$ cat config.mk
export PLATFORM = sky130hd
export DESIGN_NAME = register_dma_word_mover_top_flat
export DESIGN_NICKNAME = d
export VERILOG_FILES = /design/src/rdwm_pkg.sv /design/src/rdwm_if.sv /design/src/rdwm_engine.sv /design/src/register_dma_word_mover_top.sv /design/src/flat_wrapper.sv
export SDC_FILE = /design/constraint.sdc
export NUM_CORES = 1
export LEC_CHECK = 0
export BUFFER_PORTS_ARGS = -buffer_cell sky130_fd_sc_hd__buf_2
export CAP_MARGIN = 10
export CORE_MARGIN = 3
export CORE_UTILIZATION = 60
export DETAILED_ROUTE_END_ITERATION = 10
export PLACE_DENSITY = 0.85
export SYNTH_ARGS = -nofsm -noshare
export SYNTH_HDL_FRONTEND = slang
export SYNTH_SLANG_ARGS = --single-unit
$ cat constraint.sdc
create_clock -name clock -period 11.7 [get_ports clock]
set_clock_uncertainty 0.05 [all_clocks]
set_input_delay 1.17 -clock clock [delete_from_list [all_inputs] [get_ports clock]]
set_output_delay 1.17 -clock clock [all_outputs]
set_load 0.1 [all_outputs]
$ cat src/rdwm_pkg.sv
// Package for the register DMA word mover: phase encoding, op and offset
// codes, and the item and result structs. No dependencies.
`timescale 1ns / 1ps

package rdwm_pkg;

   // Width of addresses, pointers and data words
   localparam int unsigned WORD_W = 32;

   // Input op codes
   localparam logic [1:0] OP_TICK  = 2'd0;
   localparam logic [1:0] OP_WRITE = 2'd1;
   localparam logic [1:0] OP_DATA  = 2'd2;

   // Register offsets from the base address
   localparam logic [WORD_W-1:0] OFS_SOURCE = 32'h0;
   localparam logic [WORD_W-1:0] OFS_TARGET = 32'h4;
   localparam logic [WORD_W-1:0] OFS_SIZE   = 32'h8;
   localparam logic [WORD_W-1:0] OFS_START  = 32'hc;

   // Bytes per word; pointers step by this, size drops by it
   localparam logic [WORD_W-1:0] WORD_BYTES = 32'd4;
   // Value of the start register that launches a copy
   localparam logic [WORD_W-1:0] START_GO   = 32'd1;

   typedef enum logic [2:0] {
      PH_IDLE  = 3'd0,
      PH_READ  = 3'd1,
      PH_WAIT  = 3'd2,
      PH_WRITE = 3'd3,
      PH_DONE  = 3'd4
   } phase_type;

   typedef struct packed {
      logic [1:0]        op;
      logic [WORD_W-1:0] bus_address;
      logic [WORD_W-1:0] write_value;
      logic [WORD_W-1:0] read_word;
   } item_type;

   typedef struct packed {
      logic              request_valid;
      logic              request_is_write;
      logic [WORD_W-1:0] request_address;
      logic [WORD_W-1:0] request_data;
      logic              irq;
      logic              busy_res;
   } result_type;

endpackage

$ cat src/rdwm_if.sv
// Channel interfaces of the register DMA word mover: request, response and
// register write channels. Depends on rdwm_pkg.
`timescale 1ns / 1ps

interface rdwm_req_if;
   logic                       valid;
   logic                       ready;
   logic [1:0]                 op;
   logic [rdwm_pkg::WORD_W-1:0] bus_address;
   logic [rdwm_pkg::WORD_W-1:0] write_value;
   logic [rdwm_pkg::WORD_W-1:0] read_word;

   modport source (output valid, op, bus_address, write_value, read_word, input ready);
   modport sink   (input valid, op, bus_address, write_value, read_word, output ready);
endinterface

interface rdwm_rsp_if;
   logic                       valid;
   logic                       ready;
   logic                       request_valid;
   logic                       request_is_write;
   logic [rdwm_pkg::WORD_W-1:0] request_address;
   logic [rdwm_pkg::WORD_W-1:0] request_data;
   logic                       irq;
   logic                       busy_res;

   modport source (output valid, request_valid, request_is_write, request_address,
                   request_data, irq, busy_res, input ready);
   modport sink   (input valid, request_valid, request_is_write, request_address,
                   request_data, irq, busy_res, output ready);
endinterface

interface rdwm_csr_if;
   logic                       valid;
   logic                       ready;
   logic [rdwm_pkg::WORD_W-1:0] data;

   modport source (output valid, data, input ready);
   modport sink   (input valid, data, output ready);
endinterface

$ cat src/rdwm_engine.sv
// DMA engine: phase machine, pointers, size, start and held word, updated
// once per accepted transfer. Produces one result per transfer. Uses rdwm_pkg.
`timescale 1ns / 1ps

module rdwm_engine (
   input  logic                           clock,
   input  logic                           reset,
   input  logic                           accept,
   input  rdwm_pkg::item_type             item,
   input  logic [rdwm_pkg::WORD_W-1:0]    base_address,
   output rdwm_pkg::result_type           result
);

   rdwm_pkg::phase_type              phase_ff, phase_in;
   logic [rdwm_pkg::WORD_W-1:0]      source_ff, source_in;
   logic [rdwm_pkg::WORD_W-1:0]      target_ff, target_in;
   logic [rdwm_pkg::WORD_W-1:0]      bytes_ff, bytes_in;
   logic [rdwm_pkg::WORD_W-1:0]      start_ff, start_in;
   logic [rdwm_pkg::WORD_W-1:0]      held_ff, held_in;
   logic [rdwm_pkg::WORD_W-1:0]      offset;
   logic                             regs_open;

   assign offset    = item.bus_address - base_address;
   assign regs_open = (phase_ff == rdwm_pkg::PH_IDLE) && (start_ff == '0);

   // Next state and register updates
   always_comb begin
      phase_in  = phase_ff;
      source_in = source_ff;
      target_in = target_ff;
      bytes_in  = bytes_ff;
      start_in  = start_ff;
      held_in   = held_ff;
      case (item.op)
         rdwm_pkg::OP_WRITE: begin
            if (phase_ff == rdwm_pkg::PH_DONE) begin
               // any bus write in done clears phase, pointers, size and start
               phase_in  = rdwm_pkg::PH_IDLE;
               source_in = '0;
               target_in = '0;
               bytes_in  = '0;
               start_in  = '0;
            end else if (regs_open) begin
               if (offset == rdwm_pkg::OFS_SOURCE) begin
                  source_in = item.write_value;
               end else if (offset == rdwm_pkg::OFS_TARGET) begin
                  target_in = item.write_value;
               end else if (offset == rdwm_pkg::OFS_SIZE) begin
                  bytes_in = item.write_value;
               end else if (offset == rdwm_pkg::OFS_START) begin
                  start_in = item.write_value;
                  if (item.write_value == rdwm_pkg::START_GO && bytes_ff != '0) begin
                     phase_in = rdwm_pkg::PH_READ;
                  end
               end
            end
         end
         rdwm_pkg::OP_DATA: begin
            if (phase_ff == rdwm_pkg::PH_WAIT) begin
               held_in  = item.read_word;
               phase_in = rdwm_pkg::PH_WRITE;
            end
         end
         rdwm_pkg::OP_TICK: begin
            if (phase_ff == rdwm_pkg::PH_READ) begin
               source_in = source_ff + rdwm_pkg::WORD_BYTES;
               phase_in  = rdwm_pkg::PH_WAIT;
            end else if (phase_ff == rdwm_pkg::PH_WRITE) begin
               target_in = target_ff + rdwm_pkg::WORD_BYTES;
               // last word, ragged tail included
               if (bytes_ff <= rdwm_pkg::WORD_BYTES) begin
                  bytes_in = '0;
                  phase_in = rdwm_pkg::PH_DONE;
               end else begin
                  bytes_in = bytes_ff - rdwm_pkg::WORD_BYTES;
                  phase_in = rdwm_pkg::PH_READ;
               end
            end
         end
         default: begin
         end
      endcase
   end

   // Result of this transfer
   always_comb begin
      result = '0;
      if (item.op == rdwm_pkg::OP_TICK) begin
         if (phase_ff == rdwm_pkg::PH_READ) begin
            result.request_valid   = 1'b1;
            result.request_address = source_ff;
         end else if (phase_ff == rdwm_pkg::PH_WRITE) begin
            result.request_valid    = 1'b1;
            result.request_is_write = 1'b1;
            result.request_address  = target_ff;
            result.request_data     = held_ff;
         end
      end
      result.irq      = (phase_in == rdwm_pkg::PH_DONE);
      result.busy_res = (phase_in != rdwm_pkg::PH_IDLE);
   end

   // Control state
   always_ff @(posedge clock) begin
      if (reset) begin
         phase_ff  <= rdwm_pkg::PH_IDLE;
         source_ff <= '0;
         target_ff <= '0;
         bytes_ff  <= '0;
         start_ff  <= '0;
      end else if (accept) begin
         phase_ff  <= phase_in;
         source_ff <= source_in;
         target_ff <= target_in;
         bytes_ff  <= bytes_in;
         start_ff  <= start_in;
      end
   end

   // Held word is always written before use
   always_ff @(posedge clock) begin
      if (accept) begin
         held_ff <= held_in;
      end
   end

endmodule

$ cat src/register_dma_word_mover_top.sv
// Top level of the register DMA word mover: base address register, engine
// and a two-entry result buffer. Uses rdwm_pkg, rdwm_if and rdwm_engine.
`timescale 1ns / 1ps

// Usage
//   req_chan: one transfer per event - a tick, a bus register write or read
//     data returned from memory. rsp_chan: exactly one result per request,
//     carrying the memory request issued (if any), irq and busy.
//   csr_chan: writes the base address of the register block; always ready.
//     Write it only while no request is in flight.
// Output: each result is registered, in the skid register while stalled.
// Throughput: one request per cycle while req is ready; all work is a
//   single register-to-register pass through compare and 32-bit add logic.
// Stall: an output register plus a skid register take results while the
//   receiver holds rsp ready low; req ready drops only when both are full
//   and comes back the cycle after the receiver drains one.
// Reset: phase idle, pointers, size, start and base address zero, result
//   buffer empty. No clearing pass is needed.
module register_dma_word_mover_top (
   input  logic             clock,
   input  logic             reset,
   rdwm_req_if.sink         req_chan,
   rdwm_rsp_if.source       rsp_chan,
   rdwm_csr_if.sink         csr_chan
);

   logic [rdwm_pkg::WORD_W-1:0] base_ff;
   rdwm_pkg::item_type          item;
   rdwm_pkg::result_type        result;
   rdwm_pkg::result_type        out_ff, skid_ff;
   logic                        out_vld_ff, skid_vld_ff;
   logic                        accept, drain;

   // Base address register
   assign csr_chan.ready = 1'b1;
   always_ff @(posedge clock) begin
      if (reset) begin
         base_ff <= '0;
      end else if (csr_chan.valid) begin
         base_ff <= csr_chan.data;
      end
   end

   assign item.op          = req_chan.op;
   assign item.bus_address = req_chan.bus_address;
   assign item.write_value = req_chan.write_value;
   assign item.read_word   = req_chan.read_word;

   assign req_chan.ready = !skid_vld_ff;
   assign accept         = req_chan.valid && !skid_vld_ff;
   assign drain          = !out_vld_ff || rsp_chan.ready;

   rdwm_engine u_engine (
      .clock        (clock),
      .reset        (reset),
      .accept       (accept),
      .item         (item),
      .base_address (base_ff),
      .result       (result)
   );

   // Output register and skid stage valid bits
   always_ff @(posedge clock) begin
      if (reset) begin
         out_vld_ff  <= 1'b0;
         skid_vld_ff <= 1'b0;
      end else if (drain) begin
         if (skid_vld_ff) begin
            out_vld_ff  <= 1'b1;
            skid_vld_ff <= accept;
         end else begin
            out_vld_ff  <= accept;
         end
      end else if (accept) begin
         skid_vld_ff <= 1'b1;
      end
   end

   // Result payload
   always_ff @(posedge clock) begin
      if (drain) begin
         if (skid_vld_ff) begin
            out_ff  <= skid_ff;
            skid_ff <= result;
         end else begin
            out_ff  <= result;
         end
      end else if (accept) begin
         skid_ff <= result;
      end
   end

   assign rsp_chan.valid            = out_vld_ff;
   assign rsp_chan.request_valid    = out_ff.request_valid;
   assign rsp_chan.request_is_write = out_ff.request_is_write;
   assign rsp_chan.request_address  = out_ff.request_address;
   assign rsp_chan.request_data     = out_ff.request_data;
   assign rsp_chan.irq              = out_ff.irq;
   assign rsp_chan.busy_res         = out_ff.busy_res;

endmodule

$ cat src/flat_wrapper.sv
// flat-port wrapper written by rule: the top's interface ports become plain ports
module register_dma_word_mover_top_flat 
  (clock, reset, req_chan_valid, req_chan_op, req_chan_bus_address, req_chan_write_value, req_chan_read_word, req_chan_ready, rsp_chan_valid, rsp_chan_request_valid, rsp_chan_request_is_write, rsp_chan_request_address, rsp_chan_request_data, rsp_chan_irq, rsp_chan_busy_res, rsp_chan_ready, csr_chan_valid, csr_chan_data, csr_chan_ready);
  rdwm_req_if req_chan_i ();
  rdwm_rsp_if rsp_chan_i ();
  rdwm_csr_if csr_chan_i ();
  input  logic clock;
  input  logic reset;
  input wire logic [$bits(req_chan_i.valid)-1:0] req_chan_valid;
  input wire logic [$bits(req_chan_i.op)-1:0] req_chan_op;
  input wire logic [$bits(req_chan_i.bus_address)-1:0] req_chan_bus_address;
  input wire logic [$bits(req_chan_i.write_value)-1:0] req_chan_write_value;
  input wire logic [$bits(req_chan_i.read_word)-1:0] req_chan_read_word;
  output wire logic [$bits(req_chan_i.ready)-1:0] req_chan_ready;
  output wire logic [$bits(rsp_chan_i.valid)-1:0] rsp_chan_valid;
  output wire logic [$bits(rsp_chan_i.request_valid)-1:0] rsp_chan_request_valid;
  output wire logic [$bits(rsp_chan_i.request_is_write)-1:0] rsp_chan_request_is_write;
  output wire logic [$bits(rsp_chan_i.request_address)-1:0] rsp_chan_request_address;
  output wire logic [$bits(rsp_chan_i.request_data)-1:0] rsp_chan_request_data;
  output wire logic [$bits(rsp_chan_i.irq)-1:0] rsp_chan_irq;
  output wire logic [$bits(rsp_chan_i.busy_res)-1:0] rsp_chan_busy_res;
  input wire logic [$bits(rsp_chan_i.ready)-1:0] rsp_chan_ready;
  input wire logic [$bits(csr_chan_i.valid)-1:0] csr_chan_valid;
  input wire logic [$bits(csr_chan_i.data)-1:0] csr_chan_data;
  output wire logic [$bits(csr_chan_i.ready)-1:0] csr_chan_ready;
  assign req_chan_i.valid = req_chan_valid;
  assign req_chan_i.op = req_chan_op;
  assign req_chan_i.bus_address = req_chan_bus_address;
  assign req_chan_i.write_value = req_chan_write_value;
  assign req_chan_i.read_word = req_chan_read_word;
  assign req_chan_ready = req_chan_i.ready;
  assign rsp_chan_valid = rsp_chan_i.valid;
  assign rsp_chan_request_valid = rsp_chan_i.request_valid;
  assign rsp_chan_request_is_write = rsp_chan_i.request_is_write;
  assign rsp_chan_request_address = rsp_chan_i.request_address;
  assign rsp_chan_request_data = rsp_chan_i.request_data;
  assign rsp_chan_irq = rsp_chan_i.irq;
  assign rsp_chan_busy_res = rsp_chan_i.busy_res;
  assign rsp_chan_i.ready = rsp_chan_ready;
  assign csr_chan_i.valid = csr_chan_valid;
  assign csr_chan_i.data = csr_chan_data;
  assign csr_chan_ready = csr_chan_i.ready;
  register_dma_word_mover_top u_core (.clock(clock), .reset(reset), .req_chan(req_chan_i), .rsp_chan(rsp_chan_i), .csr_chan(csr_chan_i));
endmodule
# After elaboration in Yosys (flattened, before gate mapping)
# Cells that the tools add are included.
# classes
add_sub_neg,4
mul,0
div_mod_pow,0
order_cmp,1
eq_ne,24
shifts,0
mux,53
n_bitwise,0
n_reduce_logical,22
# op_table
cell,count
32-bit two-way mux,26
68-bit two-way mux,4
32-bit case mux with 2 select lines,3
66-bit two-way mux,2
32-bit by 3-bit adder with 32-bit output (second input constant),2
32-bit by 4-bit equality test with 1-bit output (second input constant),2
32-bit zero test,2
3-bit two-way mux,11
32-bit by 1-bit equality test with 1-bit output (second input constant),1
32-bit by 3-bit equality test with 1-bit output (second input constant),1
32-bit by 3-bit less-or-equal comparator with 1-bit output (second input constant),1
32-bit nonzero test,1
32-bit by 3-bit subtractor with 32-bit output (second input constant),1
32-bit subtractor,1
3-bit inequality test (second input constant),6
7-bit AND reduction,2
2-bit inequality test (second input constant),6
3-bit case mux with 3 select lines,1
8-bit AND reduction,1
2-bit nonzero test,4
3-bit by 2-bit equality test with 1-bit output (second input constant),2
3-bit equality test (second input constant),2
1-bit two-way mux,6
5-bit AND reduction,1
other kinds (12),15
# totals
ff_bits,333
latch_bits,0
ramBits,0
romBits,0
inputBits,135
out_inout_bits,71
n_memories,0

# Longest topological paths before layout
# Gate-level depths: netlist of the first run.
# depth
depth_word,13
depth_mapped,16
mapped_depth_nobuf,13

# By module
# From an unflattened synthesis of the first run, not the netlist that was laid out.
# unflattened
hier_cells,1919
hier_area_um2,18559.0
# by_module_without_submodules
mod,n_inst,cells_each,area_per_inst_um2
rdwm_engine,1,1592,12072.8
register_dma_word_mover_top,1,327,6486.2

# Worst setup path after synthesis of the first run
# OpenSTA, ideal clock, no wires.
# synth_timing
path_kind,in2reg
from,input port rsp_chan_ready
to,"register u_core.skid_ff[0] (netlist bit), enable pin"
setup_time_ps,588
arrival_time_ps,7812
t_required_ps,11062
path_slack_ps,3250
stages,2
cell_sequence,nand2b_1 > o21ai_0
# synth_between
elab_chain_cells,3
word_cells_on_any_way,4
# synth_rtl
item,line_no,rtl
"start, declared",flat_wrapper.sv:22,input wire logic [$bits(rsp_chan_i.ready)-1:0] rsp_chan_ready;
1-bit logical OR (*),register_dma_word_mover_top.sv:51,assign drain = !out_vld_ff || rsp_chan.ready;
2-bit by 1-bit inequality test with 1-bit output (no line) or 2-bit nonzero test (tied branches),n/a,
2-bit AND reduction (no line) (*),n/a,
"end signal, assigned",register_dma_word_mover_top.sv:84,skid_ff <= result;
"end signal, assigned",register_dma_word_mover_top.sv:89,skid_ff <= result;
"end, declared",register_dma_word_mover_top.sv:30,"rdwm_pkg::result_type out_ff, skid_ff;"
# Every way passes the cells marked *; elsewhere a longest branch is shown, timed or not.
# A chain may end at the register's enable or synchronous reset.

# Worst setup path in the final report of the first run
# layout_timing
from,input port req_chan_bus_address[1]
to,register u_core.u_engine.target_ff[17] (netlist bit)
# layout_between
elab_chain_cells,4
word_cells_on_any_way,6
# layout_rtl
item,line_no,rtl
"start, declared",flat_wrapper.sv:11,input wire logic [$bits(req_chan_i.bus_address)-1:0] req_chan_bus_address;
32-bit subtractor (*),rdwm_engine.sv:23,assign offset = item.bus_address - base_address;
32-bit by 3-bit equality test with 1-bit output or 32-bit zero test (tied branches),"rdwm_engine.sv:46, rdwm_engine.sv:44",
3-bit inequality test (no line),n/a,
7-bit AND reduction (no line) (*),n/a,
"end signal, assigned",rdwm_engine.sv:114,target_ff <= target_in;
"end, declared",rdwm_engine.sv:16,"logic [rdwm_pkg::WORD_W-1:0] target_ff, target_in;"
# Marked as above.

==> out/qor.yml, run 1 <==
run_status:
  status: "complete, no violations"
floorplan:
  io_pins: 206
  dieArea_sq_um: 33100
  start_util: 0.617
  die_w_um: 182
  chipHeight_um: 182
  design.core.area_sq_um: 30100
  rows: 63
place:
  placed_area_sq_um: 19600
  hpwlAfterDp_um: 37800
  io_buffer_count: 204
  gp_congestion: 0.967
sta:
  max_freq_mhz: 184
  slew_headroom: 0.281
  finalSetupTns_ns: 0
  rsz0062_at_grt: "false"
  tightest_slew_ns: 1.08
  finalHoldViolCount: 0
  finalCriticalPeriod_ns: 5.44
  final_max_slew_viol_count: 0
  finalSetupViolCount: 0
  period_share: 0.465
cells_and_area:
  stdcell_area_sq_um: 20700
  drive_gt1_frac: 0.163
  final_core_util: 0.689
  fillCellCount: 2287
  final_nets: 2268
  areaGrowthSynthToFinish_pct: 11.6
detailed_routing:
  routedWlPerCell_um: 22.0
  wirelength_um: 55300
  num_vias: 16900
  drt_first_pass_iters: 6
  drt_iter0_drc: 2138
  drc: 0
  ant_nets: 0
  avgViaCountPerCell: 6.72
global_route:
  grt_first_pass_wirelength_um: 86100
  grt_use_total: 0.317
  grt_max_degree: 101
  grt_pass1_vias: 16200
  grt_overflow: 0
  antenna_found_initial: 1
clocking:
  post_cts_buffers: 0
  cts_tree: "yes"
  insertion_delay_ns: 0.53
  clock_path_buffers: 3
  clkTransAtPathRegs_ns: 0.06
  holdBufCountCts: 0
  clock_sinks: 333
  postCtsResizedCells: 0
  cts-htree-levels: 2
  cts_inserted_buffers: 36
  cts_root_buffer: "clkbuf_16"
setup_path:
  required_ns: 12.08
  cp-end-kind: "flop"
  crit_type: "in -> reg"
  crit_fanout: 20
  crit_slowest_cell: "nor4b_2"
  critPathLaunchType: "input pin"
  crit_buf_inv: 1
  cp.arrival_ns: 5.82
  slowest_delay_ns: 0.66
  critPathTopFamily: "compound AO/OA/AOI/OAI gates"
  path_cells: "buf_2 > ha_1 > nor2b_1 > o31a_1 > o311a_1 > a211oi_1 > o311ai_0 > a211oi_2 > nand3_1 > nor4b_2 > nand2b_1 > nand2_1 > o211ai_1"
power:
  p_clk_frac: 0.375
  switching_share: 0.302
  ir_worst_vdd_mv: 0.142
  power_switching_uw: 888
  power_density_nw_per_um2: 142
  seqPwrFrac: 0.437
  p_int_uw: 2050
  p_leak_uw: 0.00796
  comb_power_share: 0.188
synthesis:
  synthSimpleGateAreaFrac: 0.205
  yosysWarnings: 0
  synth_top_cell_area_share: 0.272
  synth_top_area_cell: "edfxtp_1"
  yosys.area_share.adder: 0.0243
  syn_area_sq_um: 18600
  ys_seq_elements: 333
  yosysMostFrequentCell: "nor2_1"
  synth_cell_types: 86
  netlist_top_cells_area: "edfxtp_1 (27%), dfxtp_1 (18%), mux2i_1 (4.5%)"
  ys_seq_area_frac: 0.449
  avgSynthCellArea_sq_um: 9.34
  synthTopCellsByCount: "nor2_1 (194), edfxtp_1 (168), dfxtp_1 (165)"
  ys_async_sr_fraction: 0
  synth-edff-count: 168
  muxShareOfSynthArea: 0.0653
  synth_top_family_by_area: "simple AND/OR/NAND/NOR gates"
  synthCells: 1989
  synth_compound_area_frac: 0.198
  synth.net_count: 2160
  synth_ff_type: "edfxtp_1"
  synth_xor_area_frac: 0.00896
min_path:
  hold_path_class: "reg -> reg"
run:
  drv_cap: 0
[stage by stage]
stage | hold WS (ns) | setup WS [ns] | total power, uW | cells
2_1_floorplan | 0.388 | 3.25 | 1700 | 1989
4_1_cts | 0.424 | 6.39 | 2940 | 2513
6_report | 0.427 | 6.26 | 2940 | 2515
3_5_place_dp | 0.417 | 5.86 | 1840 | 2448
3_3_place_gp | 0.405 | 5.93 | 1840 | 2448
5_1_grt | 0.454 | 6.05 | 3040 | 2515
[kinds of logic after synthesis]
family / Yosys count
AOI/OAI and AO/OA: 529
xor gates and xnor gates: 19
adders and majority gates: 36
buffers and inverters: 215
DFF: 333
muxes: 117
other: 1
and+or+nand+nor: 739
[layout by cell type, fill, tap and decap left out, types with 18 or more instances in the layout]
cell type / n
a221o_1: 34
nand4_1: 28
clkbuf_16: 38
nand3_1: 40
o21ai_0: 95
buf_2: 203
and3_1: 56
o211ai_1: 32
nor3b_1: 35
dfxtp_1: 163
nor4b_1: 33
nor4_1: 33
nor2b_1: 42
ha_1: 36
nor3_1: 45
edfxtp_1: 168
buf_4: 18
mux2i_1: 83
nor2_1: 191
o31ai_1: 41
a21oi_1: 129
inv_1: 62
nand2_1: 161
mux2_2: 34
[worst register-to-register path, delay by kind of cell, from the launching register on]
family | cells | cell delay (ns)
AOI/OAI and AO/OA | 6 | 2.34
adders and majority gates | 1 | 0.27
buffers and inverters | 1 | 0.05
DFF | 1 | 0.33
and+or+nand+nor | 5 | 1.92
[area by class of cell]
| cell class | instances | area, sq um | share of cell area |
|---|---|---|---|
| sequential | 333 | 8350 | 0.403 |
| tap | 390 | 488 | 0.0235 |
| multi-input combinational | 1441 | 9360 | 0.451 |
| timing repair buffer | 222 | 1170 | 0.0565 |
| inverter | 63 | 236 | 0.0114 |
| clock buffer | 55 | 1040 | 0.0503 |
| clock inverter | 10 | 86.3 | 0.00416 |
| antenna | 1 | 2.50 | 0.000121 |
[registers in the layout (all words and copies together) (netlist names)]
name	cells
u_core.u_engine.start_ff	32
u_core.u_engine.held_ff	32
u_core.u_engine.phase_ff	3
u_core.rsp_chan.request_valid	1
u_core.rsp_chan.valid	1
u_core.rsp_chan.busy_res	1
u_core.u_engine.source_ff	32
u_core.skid_ff	68
u_core.rsp_chan.request_data	32
u_core.rsp_chan.irq	1
u_core.base_ff	32
u_core.u_engine.bytes_ff	32
u_core.rsp_chan.request_address	32
u_core.skid_vld_ff	1
u_core.rsp_chan.request_is_write	1
u_core.u_engine.target_ff	32
[path summary, 6_finish.rpt]
check | from | end | slack [ns] | cells after the start
setup reg to reg | u_core.base_ff[1] | u_core.u_engine.target_ff[17] | 6.64 | 13
hold reg to reg | u_core.u_engine.bytes_ff[30] | u_core.u_engine.bytes_ff[30] | 0.43 | 2
hold / removal | u_core.u_engine.bytes_ff[30] | u_core.u_engine.bytes_ff[30] | 0.43 | 2
setup / recovery | req_chan_bus_address[1] | u_core.u_engine.target_ff[17] | 6.26 | 13
[power by group through the flow]
stage / logic [uW] / clock network (uW) / registers, uW
final: 553 / 1100 / 1290
after global routing: 590 / 1170 / 1290
after CTS: 538 / 1110 / 1280
after floorplan: 302 / 0 / 1400
after detailed placement: 535 / 0 / 1310
after global placement: 529 / 0 / 1310
[layer usage]
layer | share of wire | global-route usage
met2 | 0.47 | 0.519
met4 | 0.040 | 0.127
met1 | 0.40 | 0.422
met3 | 0.089 | 0.0525
met5 | 0 | 0
Note: power is estimated with default switching activity, not from simulation.
==> run 2, diff against run 1 <==
--- a/config.mk
+++ b/config.mk
@@ -5,12 +5,13 @@
 export SDC_FILE = /design/constraint.sdc
 export NUM_CORES = 1
 export LEC_CHECK = 0
+export ABC_AREA = 1
 export BUFFER_PORTS_ARGS = -buffer_cell sky130_fd_sc_hd__buf_2
 export CAP_MARGIN = 10
 export CORE_MARGIN = 3
-export CORE_UTILIZATION = 60
+export CORE_UTILIZATION = 54
 export DETAILED_ROUTE_END_ITERATION = 10
-export PLACE_DENSITY = 0.85
+export PLACE_DENSITY = 0.82
 export SYNTH_ARGS = -nofsm -noshare
 export SYNTH_HDL_FRONTEND = slang
 export SYNTH_SLANG_ARGS = --single-unit
==> constraint.sdc (replaced) <==
create_clock -name clock -period 4.4 [get_ports clock]
set_clock_uncertainty 0.05 [all_clocks]
set_input_delay 0.44 -clock clock [delete_from_list [all_inputs] [get_ports clock]]
set_output_delay 0.44 -clock clock [all_outputs]
set_load 0.1 [all_outputs]
==> out/qor.yml, run 2 <==
sta:
  fin_hold_ws_ns: 0.0232
  finalHoldViolCount: 0
  finalSetupTns_ns: 0
  max_freq_mhz: 270
  finalCriticalPeriod_ns: 3.70
  rsz0062_at_grt: "false"
  tightest_slew_ns: 1.17
  final_max_slew_viol_count: 0
  finalSetupViolCount: 0
  slew_headroom: 0.216
  period_share: 0.841
floorplan:
  die_w_um: 188
  rows: 66
  design.core.area_sq_um: 32700
  io_pins: 206
  dieArea_sq_um: 35500
  chipHeight_um: 188
  start_util: 0.549
detailed_routing:
  met1_length_um: 22200
  drc: 0
  drt_first_pass_iters: 6
  num_vias: 16800
  avgViaCountPerCell: 5.50
  routed.top_layer: "met5"
  drt_iter0_drc: 2001
  met2WireLength_um: 21100
  wirelength_um: 48700
  routedWlPerCell_um: 16.0
  ant_nets: 0
  dr_wl_met3_um: 4520
clocking:
  postCtsResizedCells: 0
  cts-htree-levels: 2
  clock_sinks: 333
  insertion_delay_ns: 0.54
  post_cts_buffers: 0
  cts_root_buffer: "clkbuf_16"
  clock_path_buffers: 3
  cts_tree: "yes"
  clkTransAtPathRegs_ns: 0.06
  cts_inserted_buffers: 37
  holdBufCountCts: 0
run:
  drv_cap: 0
global_route:
  grt_pass1_vias: 15300
  grt_overflow: 0
  grt_max_degree: 88
  grt_use_total: 0.265
  grt_first_pass_wirelength_um: 78000
  antenna_found_initial: 1
power:
  p_leak_uw: 0.00934
  ir_worst_vdd_mv: 0.315
  power_density_nw_per_um2: 392
synthesis:
  synthCells: 2417
  yosysMostFrequentCell: "nand2_1"
  netlist_top_cells_area: "edfxtp_1 (28%), dfxtp_1 (18%), nand2_1 (14%)"
  synth_ff_type: "edfxtp_1"
  ys_seq_elements: 333
  ys_seq_area_frac: 0.465
  synth_cell_types: 49
  synthTopCellsByCount: "nand2_1 (682), inv_1 (289), nor2_1 (229)"
  synth-edff-count: 168
  syn_area_sq_um: 18000
  synth_top_cell_area_share: 0.281
  synth.net_count: 2588
  avgSynthCellArea_sq_um: 7.43
  ys_async_sr_fraction: 0
  synth_top_area_cell: "edfxtp_1"
  yosysWarnings: 0
cells_and_area:
  areaGrowthSynthToFinish_pct: 13.9
  finalNonFillerCells: 3052
  layout_common_cells: "nand2_1 (681), inv_1 (287), nor2_1 (226), a21oi_1 (217), buf_2 (204)"
  fillCellCount: 2861
  final_common_cell: "nand2_1"
  drive_gt1_frac: 0.127
  largest_reg_flops: 68
  seqCellArea_sq_um: 8350
  stdcell_area_sq_um: 20500
  top_register: "u_core.skid_ff"
  final_nets: 2752
  multiInputGateArea_sq_um: 8080
setup_path:
  path_cells: "inv_1 > ha_1 > nand2_1 > nor2_1 > nand3_1 > nand2_1 > nand2_1 > nand2_1 > nand2_1 > nand2_1 > nand2_1 > nor2_1 > nand3_1 > nor3_1 > nand2_1 > nand2_2 > nand3b_4 > inv_2 > nand2_1 > a21oi_1"
  cp-end-kind: "flop"
  critPathLaunchType: "flop"
  required_ns: 4.81
  cpMostUsedCell: "nand2_1"
  crit_slowest_cell: "nand3b_4"
  crit_fanout: 50
  slowest_delay_ns: 0.40
  cp.arrival_ns: 4.11
  crit_type: "reg -> reg"
place:
  hpwlAfterDp_um: 34600
  io_buffer_count: 204
  numPlacedInstances: 2984
  gp_congestion: 0.925
  placed_area_sq_um: 19300
run_status:
  status: "complete, no violations"
min_path:
  hold_path_class: "in -> reg"
## run 2: cell types whose count changed after synthesis, moves of 41 or more
cell      delta
o21ai_0     +56
nor2b_1     -42
and3_1      -55
mux2i_1     -83
clkbuf_1    -41
inv_1      +227
a21oi_1     +88
nand3_1     +58
nand2_1    +520
## run 2: kinds of logic after synthesis
family	share of synthesized area
buffers and inverters	0.0871
AND/OR/NAND/NOR	0.270
other	0.000209
flip-flops	0.465
adder cells (fa/ha/maj)	0.0251
XOR/XNOR	0.0268
AO/OA/AOI/OAI	0.127
## run 2: routing by layer
layer | global-route usage | vias to the layer above
met2 | 0.407 | 761
li1 | - | 8229
met5 | 0 | -
met4 | 0.0602 | 2
met3 | 0.0402 | 83
met1 | 0.398 | 7699
## run 2: critical path: cells and delay by family, from the launching register on
family                   cells  cell delay (ns)
flip-flops                   1             0.33
AO/OA/AOI/OAI                1             0.12
adder cells (fa/ha/maj)      1             0.35
AND/OR/NAND/NOR             16             2.34
buffers and inverters        2             0.42
## run 2: path summary, 6_finish.rpt
path                     startpoint                            end  slack [ns]  depth (start not counted)
max reg2reg       u_core.base_ff[5]  u_core.u_engine.target_ff[29]        0.70                         20
min          req_chan_read_word[16]    u_core.u_engine.held_ff[16]        0.02                          1
min reg2reg      u_core.base_ff[17]             u_core.base_ff[17]        0.41                          2
max               u_core.base_ff[5]  u_core.u_engine.target_ff[29]        0.70                         20
## run 2: per-stage QoR
| stage | setup slack (ns) | total power, uW | util |
|---|---|---|---|
| 2_1_floorplan | 0.565 | 4680 | - |
| 5_1_grt | 0.290 | 8380 | 0.626 |
| 3_3_place_gp | 0.600 | 5030 | 0.589 |
| 3_5_place_dp | 0.605 | 5060 | 0.589 |
| 6_report | 0.702 | 8030 | 0.626 |
| 4_1_cts | 0.751 | 8050 | 0.626 |
## run 2: final cells by class
| cell class | instances | share of cell area |
|---|---|---|
| clock buffer | 51 | 0.0503 |
| tap | 442 | 0.0270 |
| clock inverter | 16 | 0.00776 |
| antenna | 1 | 0.000122 |
| multi-input combinational | 1687 | 0.395 |
| timing repair buffer | 223 | 0.0569 |
| inverter | 299 | 0.0549 |
| sequential | 333 | 0.408 |
## run 2: power by group
part	leakage (uW)	switching (uW)	internal [uW]
clock	0.000580	1280	1720
combinational	0.00567	1120	425
sequential	0.00309	86.0	3400
